**config.mk**
```make
export PLATFORM = sky130hd
export DESIGN_NAME = block_chain_table_engine
export DESIGN_NICKNAME = d
export VERILOG_FILES = /design/src/hdl/bcte_pkg.sv /design/src/hdl/bcte_div.sv /design/src/hdl/bcte_dp.sv /design/src/hdl/bcte_ctrl.sv /design/src/hdl/block_chain_table_engine.sv
export SDC_FILE = /design/constraint.sdc
export NUM_CORES = 2
export LEC_CHECK = 0
export BUFFER_PORTS_ARGS = -buffer_cell sky130_fd_sc_hd__buf_2
export CAP_MARGIN = 25
export CORE_MARGIN = 2
export CORE_UTILIZATION = 59
export CTS_BUF_LIST = sky130_fd_sc_hd__clkbuf_8
export DETAILED_ROUTE_END_ITERATION = 8
export GPL_TIMING_DRIVEN = 0
export PLACE_DENSITY = 0.78
export SLEW_MARGIN = 20
export SYNTH_ARGS = -nofsm -noshare
export SYNTH_HDL_FRONTEND = slang
export SYNTH_SLANG_ARGS = --single-unit
export TNS_END_PERCENT = 10
```
**constraint.sdc**
```tcl
create_clock -name clk -period 7.5 [get_ports clk]
set_input_delay 1.5 -clock clk [delete_from_list [all_inputs] [get_ports clk]]
set_output_delay 1.5 -clock clk [all_outputs]
set_load 0.05 [all_outputs]
```
**src/hdl/bcte_pkg.sv**
```systemverilog
// Shared types and codes for the block chain table engine.
`timescale 1ns / 1ps

package bcte_pkg;

    typedef enum logic [1:0] {
        MODE_CREATE = 2'd0,
        MODE_RESIZE = 2'd1,
        MODE_FREE   = 2'd2,
        MODE_LOCATE = 2'd3
    } mode_t;

    typedef enum logic [1:0] {
        ST_OK    = 2'd0,
        ST_FULL  = 2'd1,
        ST_SHORT = 2'd2
    } status_t;

    // Tag held in the top two bits of each link table entry
    typedef enum logic [1:0] {
        TAG_LINK = 2'd0,
        TAG_END  = 2'd1,
        TAG_FREE = 2'd2
    } tag_t;

    // Datapath micro-operations issued by the controller
    typedef enum logic [4:0] {
        OP_NONE     = 5'd0,
        OP_CLEAR    = 5'd1,
        OP_LOAD     = 5'd2,
        OP_DIV      = 5'd3,
        OP_SHORT    = 5'd4,
        OP_WALK     = 5'd5,
        OP_NX_CHK   = 5'd6,
        OP_SCAN_RD  = 5'd7,
        OP_SCAN_CHK = 5'd8,
        OP_CREATE   = 5'd9,
        OP_NOFREE   = 5'd10,
        OP_EXT_LINK = 5'd11,
        OP_EXT_END  = 5'd12,
        OP_TAIL     = 5'd13,
        OP_FR_RD    = 5'd14,
        OP_FR_W     = 5'd15,
        OP_RZ_END   = 5'd16,
        OP_LOC      = 5'd17,
        OP_DONE     = 5'd18
    } op_t;

    typedef struct packed {
        op_t op;
    } cmd_t;

    typedef struct packed {
        logic  div_done;
        logic  start_live;
        logic  cur_next_ok;
        logic  fb_next_ok;
        logic  rd_free;
        logic  steps_zero;
        logic  scan_end;
        logic  cnt_last;
        logic  out_free;
        mode_t mode;
    } sts_t;

endpackage

```
**src/hdl/bcte_div.sv**
```systemverilog
// Reciprocal-multiply divider by a constant block size; the quotient is registered first, then the remainder.
`timescale 1ns / 1ps

module bcte_div #(
    parameter int DIVISOR = 420
) (
    input  logic        clk,
    input  logic        rst_n,
    input  logic        start,
    input  logic [15:0] dividend,
    output logic        done,
    output logic [15:0] quotient,
    output logic [8:0]  remainder
);

    // floor(x / DIVISOR) = (x * RECIP) >> SHIFT, exact for every 16-bit x
    localparam int              SHIFT   = 16 + $clog2(DIVISOR);
    localparam longint unsigned RECIP   =
        ((64'd1 << SHIFT) + 64'(DIVISOR) - 64'd1) / 64'(DIVISOR);
    localparam int              MW      = $clog2(RECIP + 64'd1);
    localparam int              PW      = 16 + MW;
    localparam logic [MW-1:0]   RECIP_C = MW'(RECIP);
    localparam logic [15:0]     DIV_C   = 16'(DIVISOR);

    logic          busy_reg, busy_next;
    logic          step_reg, step_next;
    logic [15:0]   x_reg, x_next;
    logic [15:0]   q_reg, q_next;
    logic [15:0]   r_reg, r_next;
    logic [PW-1:0] prod;
    logic [15:0]   back;

    assign prod = {{MW{1'b0}}, x_reg} * {16'd0, RECIP_C};
    assign back = q_reg * DIV_C;

    always_comb
    begin
        busy_next = busy_reg;
        step_next = step_reg;
        x_next    = x_reg;
        q_next    = q_reg;
        r_next    = r_reg;
        if (start)
        begin
            busy_next = 1'b1;
            step_next = 1'b0;
            x_next    = dividend;
        end
        else if (busy_reg)
        begin
            if (!step_reg)
            begin
                q_next    = 16'(prod >> SHIFT);
                step_next = 1'b1;
            end
            else
            begin
                r_next    = x_reg - back;
                busy_next = 1'b0;
            end
        end
    end

    always_ff @(posedge clk or negedge rst_n)
    begin
        if (!rst_n)
        begin
            busy_reg <= 1'b0;
            step_reg <= 1'b0;
        end
        else
        begin
            busy_reg <= busy_next;
            step_reg <= step_next;
        end
    end

    always_ff @(posedge clk)
    begin
        x_reg <= x_next;
        q_reg <= q_next;
        r_reg <= r_next;
    end

    assign done      = !busy_reg;
    assign quotient  = q_reg;
    assign remainder = 9'(r_reg);

endmodule

```
**src/hdl/bcte_dp.sv**
```systemverilog
// Datapath: link table memory, walk and scan pointers, result registers.
`timescale 1ns / 1ps

module bcte_dp #(
    parameter int NUM_BLOCKS  = 128,
    parameter int BLOCK_BYTES = 420
) (
    input  logic           clk,
    input  logic           rst_n,
    input  bcte_pkg::cmd_t cmd,
    output bcte_pkg::sts_t sts,
    input  logic [1:0]     in_mode,
    input  logic [6:0]     in_first,
    input  logic [15:0]    in_bytes,
    output logic           out_valid,
    input  logic           out_ready,
    output logic [6:0]     out_block,
    output logic [8:0]     out_offset,
    output logic [1:0]     out_status
);
    import bcte_pkg::*;

    localparam int AW = $clog2(NUM_BLOCKS);
    localparam int CW = $clog2(NUM_BLOCKS + 1);
    localparam int EW = AW + 2;

    localparam logic [EW-1:0] ENT_FREE = {TAG_FREE, {AW{1'b0}}};
    localparam logic [EW-1:0] ENT_END  = {TAG_END, {AW{1'b0}}};

    // link table
    logic [EW-1:0] mem [NUM_BLOCKS];
    logic [EW-1:0] rdata_reg;
    logic          mem_we;
    logic [AW-1:0] mem_wa, mem_ra;
    logic [EW-1:0] mem_wd;

    always_ff @(posedge clk)
    begin
        if (mem_we)
        begin
            mem[mem_wa] <= mem_wd;
        end
        rdata_reg <= mem[mem_ra];
    end

    // divider
    logic        div_done;
    logic [15:0] quot;
    logic [8:0]  rem;

    bcte_div #(
        .DIVISOR (BLOCK_BYTES)
    ) u_div (
        .clk       (clk),
        .rst_n     (rst_n),
        .start     (cmd.op == OP_LOAD),
        .dividend  (in_bytes),
        .done      (div_done),
        .quotient  (quot),
        .remainder (rem)
    );

    // control registers
    logic [CW-1:0] hint_reg, hint_next;   // every entry below hint is in use
    logic [CW-1:0] cnt_reg, cnt_next;
    logic          out_valid_reg, out_valid_next;

    // payload registers
    mode_t         mode_reg, mode_next;
    logic [6:0]    start_reg, start_next;
    logic [AW-1:0] cur_reg, cur_next;
    logic [EW-1:0] cur_ent_reg, cur_ent_next;
    logic [AW-1:0] fb_reg, fb_next;
    logic [EW-1:0] fb_ent_reg, fb_ent_next;
    logic [15:0]   steps_reg, steps_next;
    logic [CW-1:0] scan_reg, scan_next;
    logic [6:0]    blk_reg, blk_next;
    logic [8:0]    off_reg, off_next;
    status_t       st_reg, st_next;
    logic [6:0]    out_blk_reg, out_blk_next;
    logic [8:0]    out_off_reg, out_off_next;
    status_t       out_st_reg, out_st_next;

    logic [AW-1:0] cur_idx, fb_idx;
    logic          cur_link, fb_link, rd_free;

    assign cur_idx  = cur_ent_reg[AW-1:0];
    assign fb_idx   = fb_ent_reg[AW-1:0];
    assign cur_link = (cur_ent_reg[EW-1:EW-2] == TAG_LINK);
    assign fb_link  = (fb_ent_reg[EW-1:EW-2] == TAG_LINK);
    assign rd_free  = (rdata_reg[EW-1:EW-2] == TAG_FREE);

    always_comb
    begin
        sts.div_done    = div_done;
        sts.start_live  = (32'(start_reg) < NUM_BLOCKS) && !rd_free;
        sts.cur_next_ok = cur_link && !rd_free;
        sts.fb_next_ok  = fb_link && !rd_free;
        sts.rd_free     = rd_free;
        sts.steps_zero  = (steps_reg == 16'd0);
        sts.scan_end    = (scan_reg >= CW'(NUM_BLOCKS));
        sts.cnt_last    = (cnt_reg == CW'(NUM_BLOCKS - 1));
        sts.out_free    = !out_valid_reg || out_ready;
        sts.mode        = mode_reg;
    end

    always_comb
    begin
        hint_next      = hint_reg;
        cnt_next       = cnt_reg;
        out_valid_next = out_valid_reg && !out_ready;
        mode_next      = mode_reg;
        start_next     = start_reg;
        cur_next       = cur_reg;
        cur_ent_next   = cur_ent_reg;
        fb_next        = fb_reg;
        fb_ent_next    = fb_ent_reg;
        steps_next     = steps_reg;
        scan_next      = scan_reg;
        blk_next       = blk_reg;
        off_next       = off_reg;
        st_next        = st_reg;
        out_blk_next   = out_blk_reg;
        out_off_next   = out_off_reg;
        out_st_next    = out_st_reg;
        mem_we         = 1'b0;
        mem_wa         = cur_reg;
        mem_wd         = ENT_END;
        mem_ra         = cur_idx;

        case (cmd.op)
            OP_CLEAR:
            begin
                mem_we    = 1'b1;
                mem_wa    = cnt_reg[AW-1:0];
                mem_wd    = ENT_FREE;
                hint_next = '0;
                cnt_next  = sts.cnt_last ? '0 : (cnt_reg + CW'(1));
            end
            OP_LOAD:
            begin
                mode_next  = mode_t'(in_mode);
                start_next = in_first;
                blk_next   = in_first;
                off_next   = '0;
                st_next    = ST_OK;
                scan_next  = hint_reg;
                cnt_next   = '0;
            end
            OP_DIV:
            begin
                // start entry is re-read every cycle until the quotient settles
                mem_ra      = AW'(start_reg);
                steps_next  = quot;
                cur_next    = AW'(start_reg);
                cur_ent_next = rdata_reg;
                fb_next     = AW'(start_reg);
                fb_ent_next = rdata_reg;
            end
            OP_SHORT:
            begin
                st_next = ST_SHORT;
            end
            OP_WALK:
            begin
                mem_ra = cur_idx;
            end
            OP_NX_CHK:
            begin
                if (sts.cur_next_ok)
                begin
                    cur_next     = cur_idx;
                    cur_ent_next = rdata_reg;
                    steps_next   = steps_reg - 16'd1;
                end
                else
                begin
                    scan_next = hint_reg;
                end
            end
            OP_SCAN_RD:
            begin
                mem_ra = scan_reg[AW-1:0];
            end
            OP_SCAN_CHK:
            begin
                if (!rd_free)
                begin
                    scan_next = scan_reg + CW'(1);
                end
            end
            OP_CREATE:
            begin
                mem_we    = 1'b1;
                mem_wa    = scan_reg[AW-1:0];
                mem_wd    = ENT_END;
                blk_next  = 7'(scan_reg);
                hint_next = scan_reg + CW'(1);
            end
            OP_NOFREE:
            begin
                st_next   = ST_FULL;
                hint_next = CW'(NUM_BLOCKS);
                if (mode_reg == MODE_CREATE)
                begin
                    blk_next = '0;
                end
            end
            OP_EXT_LINK:
            begin
                mem_we    = 1'b1;
                mem_wa    = cur_reg;
                mem_wd    = {TAG_LINK, scan_reg[AW-1:0]};
                hint_next = scan_reg + CW'(1);
            end
            OP_EXT_END:
            begin
                mem_we       = 1'b1;
                mem_wa       = scan_reg[AW-1:0];
                mem_wd       = ENT_END;
                cur_next     = scan_reg[AW-1:0];
                cur_ent_next = ENT_END;
                steps_next   = steps_reg - 16'd1;
            end
            OP_TAIL:
            begin
                if (sts.cur_next_ok)
                begin
                    fb_next     = cur_idx;
                    fb_ent_next = rdata_reg;
                end
            end
            OP_FR_RD:
            begin
                mem_ra = fb_idx;
            end
            OP_FR_W:
            begin
                mem_we   = 1'b1;
                mem_wa   = fb_reg;
                mem_wd   = ENT_FREE;
                cnt_next = cnt_reg + CW'(1);
                if (CW'(fb_reg) < hint_reg)
                begin
                    hint_next = CW'(fb_reg);
                end
                if (sts.fb_next_ok)
                begin
                    fb_next = fb_idx;
                    // a self link was read before this block was freed
                    fb_ent_next = (fb_idx == fb_reg) ? ENT_FREE : rdata_reg;
                end
            end
            OP_RZ_END:
            begin
                mem_we = 1'b1;
                mem_wa = cur_reg;
                mem_wd = ENT_END;
            end
            OP_LOC:
            begin
                blk_next = 7'(cur_reg);
                off_next = rem;
            end
            OP_DONE:
            begin
                out_valid_next = 1'b1;
                out_blk_next   = blk_reg;
                out_off_next   = off_reg;
                out_st_next    = st_reg;
            end
            default:
            begin
            end
        endcase
    end

    always_ff @(posedge clk or negedge rst_n)
    begin
        if (!rst_n)
        begin
            hint_reg      <= '0;
            cnt_reg       <= '0;
            out_valid_reg <= 1'b0;
        end
        else
        begin
            hint_reg      <= hint_next;
            cnt_reg       <= cnt_next;
            out_valid_reg <= out_valid_next;
        end
    end

    always_ff @(posedge clk)
    begin
        mode_reg    <= mode_next;
        start_reg   <= start_next;
        cur_reg     <= cur_next;
        cur_ent_reg <= cur_ent_next;
        fb_reg      <= fb_next;
        fb_ent_reg  <= fb_ent_next;
        steps_reg   <= steps_next;
        scan_reg    <= scan_next;
        blk_reg     <= blk_next;
        off_reg     <= off_next;
        st_reg      <= st_next;
        out_blk_reg <= out_blk_next;
        out_off_reg <= out_off_next;
        out_st_reg  <= out_st_next;
    end

    assign out_valid  = out_valid_reg;
    assign out_block  = out_blk_reg;
    assign out_offset = out_off_reg;
    assign out_status = out_st_reg;

endmodule

```
**src/hdl/bcte_ctrl.sv**
```systemverilog
// Controller state machine sequencing the chain table operations.
`timescale 1ns / 1ps

module bcte_ctrl (
    input  logic           clk,
    input  logic           rst_n,
    input  logic           in_valid,
    output logic           in_ready,
    output bcte_pkg::cmd_t cmd,
    input  bcte_pkg::sts_t sts
);
    import bcte_pkg::*;

    typedef enum logic [17:0] {
        S_CLEAR    = 18'h00001,
        S_IDLE     = 18'h00002,
        S_DIV      = 18'h00004,
        S_SHORT    = 18'h00008,
        S_WALK     = 18'h00010,
        S_NX_CHK   = 18'h00020,
        S_SCAN_RD  = 18'h00040,
        S_SCAN_CHK = 18'h00080,
        S_CREATE   = 18'h00100,
        S_NOFREE   = 18'h00200,
        S_EXT_LINK = 18'h00400,
        S_EXT_END  = 18'h00800,
        S_TAIL     = 18'h01000,
        S_FR_RD    = 18'h02000,
        S_FR_W     = 18'h04000,
        S_RZ_END   = 18'h08000,
        S_LOC      = 18'h10000,
        S_DONE     = 18'h20000
    } state_t;

    state_t state_reg, state_next;

    always_comb
    begin
        state_next = state_reg;
        cmd.op     = OP_NONE;
        in_ready   = 1'b0;

        case (state_reg)
            S_CLEAR:
            begin
                cmd.op = OP_CLEAR;
                if (sts.cnt_last)
                begin
                    state_next = S_IDLE;
                end
            end
            S_IDLE:
            begin
                in_ready = 1'b1;
                if (in_valid)
                begin
                    cmd.op     = OP_LOAD;
                    state_next = S_DIV;
                end
            end
            S_DIV:
            begin
                cmd.op = OP_DIV;
                if (sts.div_done)
                begin
                    if (sts.mode == MODE_CREATE)
                    begin
                        state_next = S_SCAN_RD;
                    end
                    else if (!sts.start_live)
                    begin
                        state_next = S_SHORT;
                    end
                    else if (sts.mode == MODE_FREE)
                    begin
                        state_next = S_FR_RD;
                    end
                    else
                    begin
                        state_next = S_WALK;
                    end
                end
            end
            S_SHORT:
            begin
                cmd.op     = OP_SHORT;
                state_next = S_DONE;
            end
            S_WALK:
            begin
                cmd.op = OP_WALK;
                if (!sts.steps_zero)
                begin
                    state_next = S_NX_CHK;
                end
                else if (sts.mode == MODE_LOCATE)
                begin
                    state_next = S_LOC;
                end
                else
                begin
                    state_next = S_TAIL;
                end
            end
            S_NX_CHK:
            begin
                cmd.op = OP_NX_CHK;
                if (sts.cur_next_ok)
                begin
                    state_next = S_WALK;
                end
                else if (sts.mode == MODE_LOCATE)
                begin
                    state_next = S_SHORT;
                end
                else
                begin
                    state_next = S_SCAN_RD;
                end
            end
            S_SCAN_RD:
            begin
                cmd.op     = OP_SCAN_RD;
                state_next = sts.scan_end ? S_NOFREE : S_SCAN_CHK;
            end
            S_SCAN_CHK:
            begin
                cmd.op = OP_SCAN_CHK;
                if (!sts.rd_free)
                begin
                    state_next = S_SCAN_RD;
                end
                else if (sts.mode == MODE_CREATE)
                begin
                    state_next = S_CREATE;
                end
                else
                begin
                    state_next = S_EXT_LINK;
                end
            end
            S_CREATE:
            begin
                cmd.op     = OP_CREATE;
                state_next = S_DONE;
            end
            S_NOFREE:
            begin
                cmd.op     = OP_NOFREE;
                state_next = (sts.mode == MODE_CREATE) ? S_DONE : S_RZ_END;
            end
            S_EXT_LINK:
            begin
                cmd.op     = OP_EXT_LINK;
                state_next = S_EXT_END;
            end
            S_EXT_END:
            begin
                cmd.op     = OP_EXT_END;
                state_next = S_WALK;
            end
            S_TAIL:
            begin
                cmd.op     = OP_TAIL;
                state_next = sts.cur_next_ok ? S_FR_RD : S_RZ_END;
            end
            S_FR_RD:
            begin
                cmd.op     = OP_FR_RD;
                state_next = S_FR_W;
            end
            S_FR_W:
            begin
                cmd.op = OP_FR_W;
                if (sts.fb_next_ok && !sts.cnt_last)
                begin
                    state_next = S_FR_RD;
                end
                else if (sts.mode == MODE_RESIZE)
                begin
                    state_next = S_RZ_END;
                end
                else
                begin
                    state_next = S_DONE;
                end
            end
            S_RZ_END:
            begin
                cmd.op     = OP_RZ_END;
                state_next = S_DONE;
            end
            S_LOC:
            begin
                cmd.op     = OP_LOC;
                state_next = S_DONE;
            end
            S_DONE:
            begin
                if (sts.out_free)
                begin
                    cmd.op     = OP_DONE;
                    state_next = S_IDLE;
                end
            end
            default:
            begin
                state_next = S_IDLE;
            end
        endcase
    end

    always_ff @(posedge clk or negedge rst_n)
    begin
        if (!rst_n)
        begin
            state_reg <= S_CLEAR;
        end
        else
        begin
            state_reg <= state_next;
        end
    end

endmodule

```
**src/hdl/block_chain_table_engine.sv**
```systemverilog
// Top level of the block chain table engine.
`timescale 1ns / 1ps

// Keeps a link table of NUM_BLOCKS entries (free, end of chain, or next block)
// and runs one command per input beat, giving exactly one result beat.
// Input beat: s_axis_tuser = mode (create, resize, free, locate);
// s_axis_tdata = first block and byte count. Output beat: m_axis_tdata =
// block index and byte offset; m_axis_tuser = status.
// After reset the table is swept to all-free, one entry per cycle, while
// s_axis_tready stays low.
// One command is processed at a time. After the accept cycle the byte count
// is divided by BLOCK_BYTES; then chain links are walked, table entries are
// scanned for a free block, blocks are added and blocks are freed, and the
// command finishes with its result. The registered read of the link table
// memory splits each walk, scan and free step into a read and a check state.
// Free-block scans resume from the lowest possibly free entry, so one resize
// scans each entry at most once.
// The result sits in an output register; a stalled receiver holds it while
// the next command is accepted and worked on, and that command waits at its
// end until the register is taken.
module block_chain_table_engine #(
    parameter int NUM_BLOCKS  = 128,
    parameter int BLOCK_BYTES = 420
) (
    input  logic        clk,
    input  logic        rst_n,
    input  logic        s_axis_tvalid,
    output logic        s_axis_tready,
    input  logic [23:0] s_axis_tdata,   // first_block[6:0], byte_count[22:7], zero pad
    input  logic [1:0]  s_axis_tuser,   // mode[1:0]
    output logic        m_axis_tvalid,
    input  logic        m_axis_tready,
    output logic [15:0] m_axis_tdata,   // block_index[6:0], byte_offset[15:7]
    output logic [1:0]  m_axis_tuser    // status[1:0]
);
    import bcte_pkg::*;

    cmd_t       cmd;
    sts_t       sts;
    logic [6:0] out_block;
    logic [8:0] out_offset;

    bcte_ctrl u_ctrl (
        .clk      (clk),
        .rst_n    (rst_n),
        .in_valid (s_axis_tvalid),
        .in_ready (s_axis_tready),
        .cmd      (cmd),
        .sts      (sts)
    );

    bcte_dp #(
        .NUM_BLOCKS  (NUM_BLOCKS),
        .BLOCK_BYTES (BLOCK_BYTES)
    ) u_dp (
        .clk        (clk),
        .rst_n      (rst_n),
        .cmd        (cmd),
        .sts        (sts),
        .in_mode    (s_axis_tuser),
        .in_first   (s_axis_tdata[6:0]),
        .in_bytes   (s_axis_tdata[22:7]),
        .out_valid  (m_axis_tvalid),
        .out_ready  (m_axis_tready),
        .out_block  (out_block),
        .out_offset (out_offset),
        .out_status (m_axis_tuser)
    );

    assign m_axis_tdata = {out_offset, out_block};

    a_busy_after_accept: assert property (@(posedge clk) disable iff (!rst_n)
        (s_axis_tvalid && s_axis_tready) |=> !s_axis_tready)
        else $error("input accepted while a command is in progress");

    a_load_on_beat: assert property (@(posedge clk) disable iff (!rst_n)
        (cmd.op == OP_LOAD) |-> (s_axis_tvalid && s_axis_tready))
        else $error("command load without an input beat");

    a_result_from_done: assert property (@(posedge clk) disable iff (!rst_n)
        $rose(m_axis_tvalid) |-> $past(cmd.op == OP_DONE))
        else $error("result beat raised outside the done step");

    a_done_has_room: assert property (@(posedge clk) disable iff (!rst_n)
        (cmd.op == OP_DONE) |-> sts.out_free)
        else $error("result loaded over an untaken beat");

    a_no_input_in_sweep: assert property (@(posedge clk) disable iff (!rst_n)
        (cmd.op == OP_CLEAR) |-> !s_axis_tready)
        else $error("input ready during the table sweep");

endmodule

```
==> impl_metrics.py <==
metrics = {
    "floorplan": {
        "ios": 50,
        "core_area_mm2": 0.09642,
        "die_h_um": 315.4,
        "initial_utilization_pct": 59.34,
        "fp.dieArea_mm2": 0.09948,
        "die_width_um": 315.4,
        "num_rows": 114,
    },
    "timing": {
        "worst_slack_ps": 1016,
        "hold_violations": 0,
        "finalCriticalPeriod_ps": 6484,
        "maxSlewViolCount": 0,
        "finalSetupViolations": 0,
        "fin_crit_sh_pct": 86.46,
        "worst_slew_pin_slew_ps": 1277,
        "rsz0062_at_grt": "false",
        "relSlewSlack_pct": 14.88,
        "skew_ps": 55.80,
        "max_freq_ghz": 0.1542,
    },
    "global_route": {
        "grt_pass1_vias": 36730,
        "grt_max_degree": 65,
        "grt_overflow": 0,
        "grt_pass1_wl_um": 240800,
        "antenna_found_initial": 10,
        "grtUsageTotal_pct": 33.78,
    },
    "synthesis": {
        "synth_cell_types": 86,
        "yosysSeqAreaShare_pct": 69.43,
        "ys_warn_count": 0,
        "syn_nets": 4309,
        "ys_async_sr_fraction_pct": 2.778,
        "synth_edf_count": 1286,
        "syn-cell-area_mm2": 0.05721,
        "synth_cells": 4107,
        "yosys_register_bits": 1332,
        "syn_avg_cell_area_um2": 13.93,
        "synth_ff_type": "edfxtp_1",
    },
    "clock_network": {
        "htreeDepth": 4,
        "hold_buffers": 0,
        "clk_latency_ps": 930,
        "ctsLongestPathBuffers": 3,
        "cts.sinks": 1332,
        "cts_resized": 0,
        "cts_tree": "done",
        "cts_root_buf": "clkbuf_8",
        "cts_buffers": 202,
        "cts_setup_buffers": 0,
        "clk_pin_slew_worst_paths_ps": 60,
    },
    "route": {
        "drc": 0,
        "ant_nets": 0,
        "dr.pass1.iters": 7,
        "wl_um": 168900,
        "vias": 38630,
        "vias_per_cell": 6.620,
        "first_iter_violations": 6552,
        "wire_per_inst_um": 28.94,
    },
    "cells_and_area": {
        "drive_above_1_share_pct": 11.46,
        "final_util_pct": 65.85,
        "area_growth_pct": 10.98,
        "final_nets": 4594,
        "final_cell_area_mm2": 0.06349,
        "final_cell_mix": "1286 x edfxtp_1, 661 x nand2_1, 223 x nand3_1, 208 x nor2_1, 204 x clkbuf_8",
        "layout_commonest_cell": "edfxtp_1",
        "final_cell_count_no_fill": 5835,
        "largest_reg_flops": 1152,
    },
    "critical_path": {
        "max_stage_delay_ps": 980,
        "crit_type": "reg2reg",
        "arrival_ps": 6960,
        "cp_common_cell": "nor2_1",
        "cp_max_fo": 44,
        "crit_family": "simple AND/OR/NAND/NOR gates",
        "cpMaxStageDelayCell": "nor2_1",
        "cp_cell_sequence": "nor4_2 -> nand4_1 -> nor3_1 -> and3b_1 -> nor2_1 -> inv_1 -> clkbuf_4 -> o21ai_0 -> o31ai_2 -> buf_4 -> nor2b_1 -> nand2_1 -> clkbuf_1 -> nor2_1",
        "required_ps": 7980,
        "crit_path_end_kind": "flop",
        "path_buf_inv": 4,
        "worst_setup_path_start_kind": "flop",
    },
    "hold_path": {
        "hp-class": "reg2reg",
    },
    "pwr": {
        "p_leak_nw": 21.74,
        "peakVddDrop_mv": 0.2505,
        "p_per_area_mw_per_mm2": 360.9,
        "power_mw": 22.91,
    },
    "placement": {
        "place_inst": 5458,
        "gp_congestion": 1.017,
        "port_buffers": 48,
        "dp_hpwl_um": 115600,
        "dp_slack_ps": 1291,
        "placed_cell_area_mm2": 0.05965,
    },
    "run_status": {
        "outcome": "finished, final reports clean",
    },
    "run": {
        "cap_violations": 0,
    },
}
==> worst register-to-register path, delay by kind of cell, from the launching register on <==
kind	cells	cell delay (ps)
AND/OR/NAND/NOR	8	3470
AO/OA/AOI/OAI	2	330
buffers and inverters	4	1790
flip-flops	1	460
==> routing by layer <==
metal	GRT usage, %	routed length, um
met5	0	73
met2	49.95	74170
met4	18.30	10300
met3	9.170	22860
met1	46.06	61440
==> metrics by stage <==
stage | TNS (ps) | hold slack, ps
floorplan | 0 | 400.3
global placement | -4983550 | 401.3
detailed placement | 0 | 404.5
CTS | 0 | 419.8
global route | 0 | 424.2
finish | 0 | 418.3
==> cells by family (layout without fill, tap and decap cells) <==
kind of cell               count (synthesis)  in the layout  share of synthesized area, %
and+or+nand+nor                         1402           1402                         11.15
xor gates and xnor gates                  53             53                        0.8113
adders and majority gates                172            172                         4.299
buffers and inverters                    340            788                         2.657
muxes                                    198            198                         3.488
other                                      0              4                             0
DFF                                     1332           1332                         69.43
AOI/OAI and AO/OA                        610            610                         8.166
==> synth_stat cells, drive strengths merged (43+ instances only) <==
master | count | area (um2)
a211oi | 122 | 928.4
a21oi | 51 | 270.3
a22oi | 52 | 395.4
a311oi | 43 | 376.6
a31oi | 52 | 325.3
a32oi | 71 | 621.9
and3 | 113 | 706.9
buf | 125 | 713.2
clkbuf | 101 | 379.1
edfxtp | 1286 | 38620
ha | 131 | 1639
inv | 114 | 427.9
mux2i | 187 | 1872
nand2 | 665 | 2504
nand3 | 223 | 1116
nor2 | 215 | 827.0
o21ai | 60 | 311.5
==> path summary, 6_finish.rpt <==
kind,startpoint,end,slack [ps],depth (start not counted)
setup reg to reg,u_ctrl.state_reg[5]$_DFFE_PN0P_,u_dp.mem[28][5]$_DFFE_PP_,1020,14
hold / removal,u_dp.off_reg[4]$_SDFFCE_PP0P_,u_dp.out_offset[4]$_DFFE_PP_,420,0
max in group asynchronous,rst_n,u_dp.hint_reg[4]$_DFFE_PN0P_,6180,1
min in group asynchronous,rst_n,u_ctrl.state_reg[12]$_DFFE_PN0P_,720,1
hold reg to reg,u_dp.off_reg[4]$_SDFFCE_PP0P_,u_dp.out_offset[4]$_DFFE_PP_,420,0
setup / recovery,u_ctrl.state_reg[5]$_DFFE_PN0P_,u_dp.mem[28][5]$_DFFE_PP_,1020,14
==> cell type report <==
cell class / count / area [um2]
Sequential cell: 1332 / 39720
Fill cell: 6882 / 32930
Multi-Input combinational cell: 2435 / 16020
Clock buffer: 204 / 2808
Tap cell: 1276 / 1597
Buffer: 226 / 1102
Clock inverter: 163 / 977.2
Timing Repair Buffer: 81 / 830.8
Inverter: 114 / 427.9
Antenna cell: 4 / 10.01
==> power breakdown <==
part	internal, mW	leakage [nW]	total (mW)	switching, mW
sequential	8.42	10.4	8.62	0.202
clock	2.78	2.18	5.69	2.91
combinational	2.86	9.18	8.60	5.75
total	14.1	21.7	22.9	8.86
No activity file was read; power rests on OpenSTA's default activity.
